$ cat src/rtl/lps_cell.sv
module lps_cell
#(
    parameter int WIDTH = 24
)
(
    input  logic             clk,
    input  logic             shift_en,
    input  logic             load_en,
    input  logic [WIDTH-1:0] shift_in,
    input  logic [WIDTH-1:0] load_in,
    output logic [WIDTH-1:0] sample_out
);

    logic [WIDTH-1:0] sample_reg;
    logic [WIDTH-1:0] sample_next;

    always_comb
    begin
        sample_next = sample_reg;
        if (shift_en)
        begin
            sample_next = load_en ? load_in : shift_in;
        end
    end

    always_ff @(posedge clk)
    begin
        sample_reg <= sample_next;
    end

    assign sample_out = sample_reg;

endmodule

$ cat config.mk
export PLATFORM = sky130hd
export DESIGN_NAME = lps_cell
export DESIGN_NICKNAME = d
export VERILOG_FILES = /design/src/rtl/lps_cell.sv
export SDC_FILE = /design/constraint.sdc
export NUM_CORES = 1
export LEC_CHECK = 0
export BUFFER_PORTS_ARGS = -buffer_cell sky130_fd_sc_hd__buf_2
export CORE_UTILIZATION = 30
export CTS_BUF_LIST = sky130_fd_sc_hd__clkbuf_8
export DETAILED_ROUTE_END_ITERATION = 7
export PLACE_DENSITY_LB_ADDON = 0.1
export RECOVER_POWER = 25
export SLEW_MARGIN = 20
export SYNTH_ARGS = -nofsm -noshare
export SYNTH_HDL_FRONTEND = slang
export SYNTH_SLANG_ARGS = --single-unit
$ cat constraint.sdc
create_clock -name clk -period 1.2 [get_ports clk]
set_input_delay 0.12 -clock clk [delete_from_list [all_inputs] [get_ports clk]]
set_output_delay 0.12 -clock clk [all_outputs]
set_load 0.05 [all_outputs]
# Yosys cells after proc, flatten, opt, wreduce, memory -nomap -nowiden
# Cells that the tools add are included.
dict set report classes {
  muxes 1
}
# cell n
set op_table {}
lappend op_table {{$mux 24} 1}
dict set report totals {
  reg_bits 24
  inputBits 51
  out_inout_bits 24
}

# Logic depth before layout (Yosys ltp)
# Gate-level depths: netlist (run 1).
dict set report logic_depth {
  depth_word 1
  ltp_mapped 3
}

# Worst setup path before layout (run 1)
# No wires, ideal clock.
dict set report synth_path {
  kind {input -> register}
  from {input port load_en}
  to {register sample_reg[10], in the netlist sample_out[10], data pin}
  setup_ns 0.260
  arrival_ns 0.658
  required_ns 0.940
  slack_ns 0.281
  stages 3
  n_path_buf 2
  cell_sequence {buf_6 > buf_12 > mux2_4}
}
dict set report synth_via {
  elab_chain_len 1
}
# item line
set synth_rtl {}
lappend synth_rtl {{from (decl)} 8} ;# input logic load_en,
lappend synth_rtl {{$mux 24} 22} ;# sample_next = load_en ? load_in : shift_in;
lappend synth_rtl {{to (signal assigned)} 28} ;# sample_reg <= sample_next;
lappend synth_rtl {{to (decl)} 14} ;# logic [WIDTH-1:0] sample_reg;
# No other way between the ends.
# A chain may end at the register's enable or synchronous reset.

# Worst setup path in the final report (run 1)
dict set report layout_path {
  from {register sample_reg[2], in the netlist sample_out[2]}
  to {output port sample_out[2]}
}
# item line
set layout_lines {}
lappend layout_lines {{to (decl)} 11} ;# output logic [WIDTH-1:0] sample_out
# No word-level cell between the ends.

==> results of run 1 <==
[area by class of cell]
class	instances	area, um^2
Fill cell	316	1850
Sequential cell	24	721
Timing Repair Buffer	77	429
Multi-Input combinational cell	24	345
Tap cell	46	57.6
Clock buffer	3	41.3
[power groups by stage]
stage | Sequential [mW] | Combinational (mW) | Clock (mW)
after floorplan | 1.32 | 0.132 | 0
after detailed placement | 1.05 | 0.588 | 0
after global placement | 1.05 | 0.580 | 0
final | 1.03 | 0.580 | 0.453
after CTS | 1.03 | 0.588 | 0.474
after global routing | 1.04 | 0.608 | 0.496
[logic make-up (layout without fill, tap and decap cells)]
kind of cell | count (synthesis) | in the layout | share of synthesized area, %
buffers and inverters | 3 | 80 | 4.59
multiplexers | 24 | 24 | 30.9
flip-flops | 24 | 24 | 64.5
[layer usage]
metal | up-vias | global-route usage (%) | share of wire (%)
li1 | 352 | - | -
met1 | 332 | 12.4 | 37
met2 | 37 | 20.0 | 55
met3 | 0 | 3.65 | 7.9
met4 | 0 | 2.62 | 0
met5 | - | 0 | 0
[placed cells by master (no fill, tap or decap)]
master | netlist | routed
buf_12 | 2 | 3
mux2_2 | 4 | 4
buf_2 | 0 | 73
clkbuf_1 | 0 | 1
mux2_4 | 20 | 20
clkbuf_8 | 0 | 3
edfxtp_1 | 24 | 24
[how the worst min path moves through the flow]
| stage | start | endpoint | slack, ns |
|---|---|---|---|
| 2_1_floorplan | shift_en | sample_out[0] | 0.23 |
| 3_3_place_gp | load_in[2] | sample_out[2] | 0.42 |
| 3_5_place_dp | load_in[7] | sample_out[7] | 0.42 |
| 4_1_cts | load_in[7] | sample_out[7] | 0.15 |
| 5_1_grt | shift_in[14] | sample_out[14] | 0.15 |
| 6_report | load_in[7] | sample_out[7] | 0.16 |
==> flow_summary.ini, run 1 <==
[critical_path]
crit_fanout = 1
cpPeakStageDelay_ns = 0.34
endpoint = sample_out[2]
end_kind = primary output
path_buf_inv = 1
worstPathCellList = buf_2
critical_path_required_ns = 1.08
cp.arrival_ns = 0.86
crit_slowest_cell = edfxtp_1
crit_family = flip-flops
worstSetupStartpointType = flip-flop
path_depth = 1
cp-startpoint = sample_out[2]
worstSetupPathType = flip-flop to primary output

[routing]
drtAntennaViolNets = 0
drt-total-wl_mm = 2.15
dr.pass1.iters = 3
vias_per_cell = 4.14
vias = 721
drc_errors = 0
first_iter_violations = 42
avgRoutedWirePerCell_um = 12.3

[min_path]
min_path_type = input port to flip-flop
holdPathStages = 2

[floorplan]
rows = 21
top_level_ports = 75
die_height_um = 63.0
die_area_mm2 = 0.00397
core_mm2 = 0.00344
start_util_pct = 32.5
die_width_um = 63.0

[pwr]
leakagePower_nw = 0.753
sw_frac_of_total_pct = 29.8
ir_worst_vdd_mv = 0.531
p_comb_share_pct = 28.1
p_int_mw = 1.45
pwr-share-seq_pct = 49.9
clkPwrFrac_pct = 22.0
p_sw_mw = 0.614
p_per_area_mw_per_mm2 = 1290
finalPower_mw = 2.06

[synthesis]
netlist.area_leader.share_pct = 64.5
ys_ff_latch = 24
syn-cell-area_mm2 = 0.00112
synth_seq_area_share_pct = 64.5
synth_area_leaders = edfxtp_1 (65%), mux2_4 (27%), mux2_2 (4.0%)
ys.flop_type = edfxtp_1
syn_avg_cell_area_um2 = 21.9
synth_nets = 102
async_flop_share_pct = 0
synth_top_area_cell = edfxtp_1
synth.distinct_cells = 5
synth_edf_count = 24
netlist_top_cells_count = edfxtp_1 (24), mux2_4 (20), mux2_2 (4)
yosys.cell_count.top_type = edfxtp_1
syn_inst = 51
yosys_warnings = 0

[finish]
finish.instance_area_mm2 = 0.00159
drive_gt1_share_pct = 80.5
nNetsFinal = 181
antennaDiodeCount = 0
postLayoutCoreUtil_pct = 46.3
area_growth_pct = 42.7
layout.cells.non_filler = 174
largest_reg_flops = 24

[grt]
grt_pass1_vias = 722
grt_first_pass_wirelength_mm = 3.35
grt_use_total_pct = 11.1
grt_max_degree = 15
grt_overflow_total = 0
antenna_found_initial = 0

[flow_run]
drv_cap = 0

[timing]
setup_ws_ns = 0.223
period_share_pct = 81.4
fmaxAchievable_mhz = 1020
tightestPinTransition_ns = 0.687
holdWs_ns = 0.158
tns_ns = 0
rsz0062_at_grt = no
finalHoldViolCount = 0
setup-violations-final = 0
slew_headroom_pct = 54.2
maxSlewViolCount = 0
period_minus_slack_ns = 0.977

[status]
outcome = complete, no violations

[place]
gp_congestion = 0.654
dp.cells = 171
place_ws_ns = 0.131
portBuffers = 74
post_dp_cell_area_mm2 = 0.00155
dpl.hpwl_mm = 1.75

[cts]
post_cts_resized = 0
root_buffer = clkbuf_8
cts_tree = done
cts_buffers = 3
clkSinkCount = 24
cts_buffer_depth = 2
postCtsHoldBufs = 0
cts_max_level = 1
post_cts_buffers = 0
clk_pin_slew_ns = 0.08
(Power assumes the default switching activity.)
==> run 2, diff against run 1 <==
ABC_AREA = 1   (was unset)
clock period = 1 ns   (was 1.2 ns; I/O delays follow)
==> flow_summary.ini, run 2 <==
[grt]
grt_first_pass_wirelength_mm = 3.71
grtUsageMet2_pct = 19.8
grt_pass1_vias = 831
antenna_found_initial = 0
grt_max_degree = 25
grt_overflow_total = 0
gr-max-usage-layer = met2
grtUsageMet1_pct = 15.4
grt_use_total_pct = 12.1
met3_usage_pct = 3.10

[min_path]
min_to = sample_out[19]
holdPathStages = 3
hold_path.startpoint = shift_in[19]
min_path_type = input port to flip-flop

[synthesis]
synth_area_leaders = edfxtp_1 (66%), nand2_1 (21%), nand2_2 (5.7%)
synth_edf_count = 24
netlist_top_cells_count = nand2_1 (62), edfxtp_1 (24), nand2_2 (10)
syn-cell-area_mm2 = 0.00109
yosys.cell_count.top_type = nand2_1
ys_ff_latch = 24
synth.distinct_cells = 7
yosys_warnings = 0
synth_top_area_cell = edfxtp_1
ys.flop_type = edfxtp_1
synth_nets = 153
syn_inst = 102
syn_avg_cell_area_um2 = 10.7
synth_seq_area_share_pct = 65.8
async_flop_share_pct = 0
netlist.area_leader.share_pct = 65.8

[cts]
root_buffer = clkbuf_8
post_cts_buffers = 0
cts_max_level = 1
clk_pin_slew_ns = 0.09
cts_buffer_depth = 2
post_cts_resized = 0
cts_tree = done
postCtsHoldBufs = 0
clkSinkCount = 24
cts_buffers = 3

[status]
outcome = complete, no violations

[timing]
setup-violations-final = 0
fmaxAchievable_mhz = 1040
period_share_pct = 95.9
maxSlewViolCount = 0
rsz0062_at_grt = no
slew_headroom_pct = 59.5
tightestPinTransition_ns = 0.607
finalHoldViolCount = 0
tns_ns = 0
period_minus_slack_ns = 0.959

[critical_path]
cp.arrival_ns = 0.86
worstSetupStartpointType = flip-flop
end_kind = primary output
crit_fanout = 1
critical_path_required_ns = 0.90
cpPeakStageDelay_ns = 0.38
crit_slowest_cell = edfxtp_1
worstSetupPathType = flip-flop to primary output
crit_family = flip-flops
worstPathCellList = buf_2
path_buf_inv = 1

[finish]
fillers = 360
area_growth_pct = 38.9
drive_gt1_share_pct = 51.1
antennaDiodeCount = 0
largest_reg_flops = 24
layout.cells.non_filler = 224
nNetsFinal = 230
layout_commonest_cell = buf_2
layout_common_cells = buf_2 (74), nand2_1 (62), edfxtp_1 (24), nand2_2 (10), clkbuf_8 (3)

[pwr]
p_sw_mw = 0.790
clkPwrFrac_pct = 23.4
p_per_area_mw_per_mm2 = 1610
pwr-share-seq_pct = 50.4
leakagePower_nw = 0.783
sw_frac_of_total_pct = 32.2
ir_worst_vdd_mv = 0.617
p_comb_share_pct = 26.2
p_int_mw = 1.66

[routing]
dr.pass1.iters = 4
drtAntennaViolNets = 0
vias_per_cell = 4.07
vias = 912
first_iter_violations = 30
avgRoutedWirePerCell_um = 10.4
drt-total-wl_mm = 2.33
drc_errors = 0

[floorplan]
start_util_pct = 32.1
die_area_mm2 = 0.00390
die_height_um = 62.4
rows = 21
die_width_um = 62.4
top_level_ports = 75
core_mm2 = 0.00342

[flow_run]
drv_cap = 0

[place]
portBuffers = 74
dp.cells = 220
gp_congestion = 0.712
dpl.hpwl_mm = 1.72
==> run 2: cell count changes in the layout (fill, tap and decap cells not counted), sizes merged <==
cell,change
mux2,-24
nand2,+72
clkinv,+1
inv,+1
==> run 2: final cells by class <==
class / count / area, um^2 / area share (%)
flip-flops and latches: 24 / 721 / 47.4
repair buffers: 77 / 390 / 25.7
multi-input cells: 72 / 295 / 19.4
well taps: 46 / 57.6 / 3.79
clock buffers: 3 / 41.3 / 2.72
inverters: 1 / 11.3 / 0.741
clock inverters: 1 / 3.75 / 0.247
==> run 2: cell families after synthesis <==
group | count (synthesis) | synth area share (%)
flip-flops | 24 | 65.8
AND/OR/NAND/NOR | 72 | 27.0
buffers and inverters | 6 | 7.20
==> run 2: worst max path at each step <==
stage	end	start	slack [ns]	cells after the start
CTS	sample_out[8]	sample_out[8]	0.03	1
global placement	sample_out[7]	load_en	0.18	4
finish	sample_out[19]	sample_out[19]	0.04	1
detailed placement	sample_out[8]	load_en	0.17	4
global route	sample_out[1]	sample_out[1]	0.005	1
floorplan	sample_out[10]	load_en	0.28	5
==> run 2: power groups by stage <==
stage               logic (mW)  registers (mW)  clock network [mW]
floorplan                0.123            1.59                   0
global placement         0.653            1.26                   0
detailed placement       0.657            1.26                   0
CTS                      0.658            1.24               0.589
global route             0.686            1.24               0.631
finish                   0.643            1.23               0.574
==> run 2: layer usage <==
layer,vias to the layer above,share of wire [%]
met1,394,45
met3,2,8.3
met2,41,46
met5,-,0
li1,475,-
met4,0,0.64
==> run 2: worst min-delay path, cell delays in order <==
cell and delay [ns]:
buf_2 0.07, nand2_1 0.04, nand2_1 0.04
==> run 2: through the flow <==
stage / area, um^2 / power (mW) / utilization [%] / hold slack (ns) / setup WS (ns)
2_1_floorplan: 1090 / 1.71 / - / 0.212 / 0.283
3_3_place_gp: 1490 / 1.91 / 43.6 / 0.364 / 0.181
3_5_place_dp: 1490 / 1.92 / 43.6 / 0.370 / 0.171
4_1_cts: 1540 / 2.48 / 44.9 / 0.0963 / 0.0303
5_1_grt: 1520 / 2.56 / 44.5 / 0.103 / 0.00453
6_report: 1520 / 2.45 / 44.5 / 0.0948 / 0.0409
==> run 3, diff against run 2 <==
ABC_AREA = 0   (was 1)
PLACE_DENSITY = 0.65   (was unset)
PLACE_DENSITY_LB_ADDON = unset   (was 0.1)
==> flow_summary.ini, run 3 (synthesis gave the netlist of run 1 again) <==
[finish]
drive_gt1_share_pct = 80.6
multi_input_area_um2 = 345
fillers = 324
nNetsFinal = 181
layout_common_cells = buf_2 (74), edfxtp_1 (24), mux2_4 (20), mux2_2 (4), clkbuf_8 (3)
finish.instance_area_mm2 = 0.00157
antennaDiodeCount = 0
area_growth_pct = 40.6
area.sequential_um2 = 721
layout_commonest_cell = buf_2
largest_reg_flops = 24
postLayoutCoreUtil_pct = 45.7

[pwr]
p_per_area_mw_per_mm2 = 1570
clkPwrFrac_pct = 22.5
sw_frac_of_total_pct = 29.9
finalPower_mw = 2.47
ir_worst_vdd_mv = 0.482
p_int_mw = 1.73
p_sw_mw = 0.740
p_comb_share_pct = 27.6
leakagePower_nw = 0.747
pwr-share-seq_pct = 50.0

[critical_path]
crit_family = flip-flops
path_buf_inv = 1
cp.arrival_ns = 0.86
worstPathCellList = buf_2
crit_slowest_cell = edfxtp_1
cp-startpoint = sample_out[17]
cpPeakStageDelay_ns = 0.38
worstSetupPathType = flip-flop to primary output
crit_fanout = 1
critical_path_required_ns = 0.90
worstSetupStartpointType = flip-flop
end_kind = primary output

[grt]
grt_pass1_vias = 822
grt_use_total_pct = 11.5
grt_first_pass_wirelength_mm = 3.48
grt_max_degree = 25
antenna_found_initial = 0
grt_overflow_total = 0

[floorplan]
rows = 21
top_level_ports = 75
core_mm2 = 0.00344
start_util_pct = 32.5
die_area_mm2 = 0.00397
die_height_um = 63.0
die_width_um = 63.0

[routing]
first_iter_violations = 29
drt-total-wl_mm = 2.16
avgRoutedWirePerCell_um = 12.4
drtAntennaViolNets = 0
drc_errors = 0
vias_per_cell = 4.10
vias = 718
dr.pass1.iters = 4

[place]
gp_congestion = 0.637
place_ws_ns = 0.0116
portBuffers = 74
post_dp_cell_area_mm2 = 0.00154

[cts]
cts_max_level = 1
cts_buffer_depth = 2
cts_tree = done
postCtsHoldBufs = 0
root_buffer = clkbuf_8
clk_pin_slew_ns = 0.08
post_cts_buffers = 0
clkSinkCount = 24
cts_buffers = 3
post_cts_resized = 0

[timing]
maxSlewViolCount = 0
rsz0062_at_grt = no
slew_headroom_pct = 61.0
setup_ws_ns = 0.0361
period_share_pct = 96.4
finalHoldViolCount = 0
fmaxAchievable_mhz = 1040
tightestPinTransition_ns = 0.585
setup-violations-final = 0
period_minus_slack_ns = 0.964
tns_ns = 0

[min_path]
min_path_type = input port to flip-flop
hold_path.startpoint = load_in[14]

[status]
outcome = complete, no violations

[flow_run]
drv_cap = 0
## run 3: cell types whose count changed in the layout (fill, tap and decap cells not counted), sizes merged
cell,before,now
nand2,72,0
mux2,0,24
inv,1,0
## run 3: power groups by stage
stage | combinational (mW) | clock (mW) | sequential [mW]
after CTS | 0.697 | 0.584 | 1.24
after detailed placement | 0.696 | 0 | 1.26
after floorplan | 0.159 | 0 | 1.59
after global routing | 0.716 | 0.620 | 1.24
final | 0.681 | 0.555 | 1.24
after global placement | 0.687 | 0 | 1.25
## run 3: stage by stage
step                      hold WS [ns]  std cells
after global placement           0.401        171
after floorplan                  0.212         51
after global routing             0.127        175
final                            0.135        175
after detailed placement         0.405        171
after CTS                        0.128        175
## run 3: routing by layer
layer | global-route usage, % | vias to the layer above | part of all wire, %
li1 | - | 353 | -
met1 | 11.3 | 321 | 38
met2 | 21.2 | 42 | 53
met3 | 2.55 | 2 | 7.8
met4 | 7.56 | 0 | 1.2
met5 | 0 | - | 0
## run 3: worst paths after layout
check                       endpoint  slack (ns)  cells past startpoint
worst max-delay path  sample_out[17]        0.04                      1
worst min-delay path  sample_out[14]        0.13                      2
## run 3: final cells by class
cell class	instances	area share [%]
Multi-Input combinational cell	24	22.0
Sequential cell	24	45.9
Timing Repair Buffer	77	25.6
Tap cell	46	3.66
Clock buffer	3	2.63
Clock inverter	1	0.239
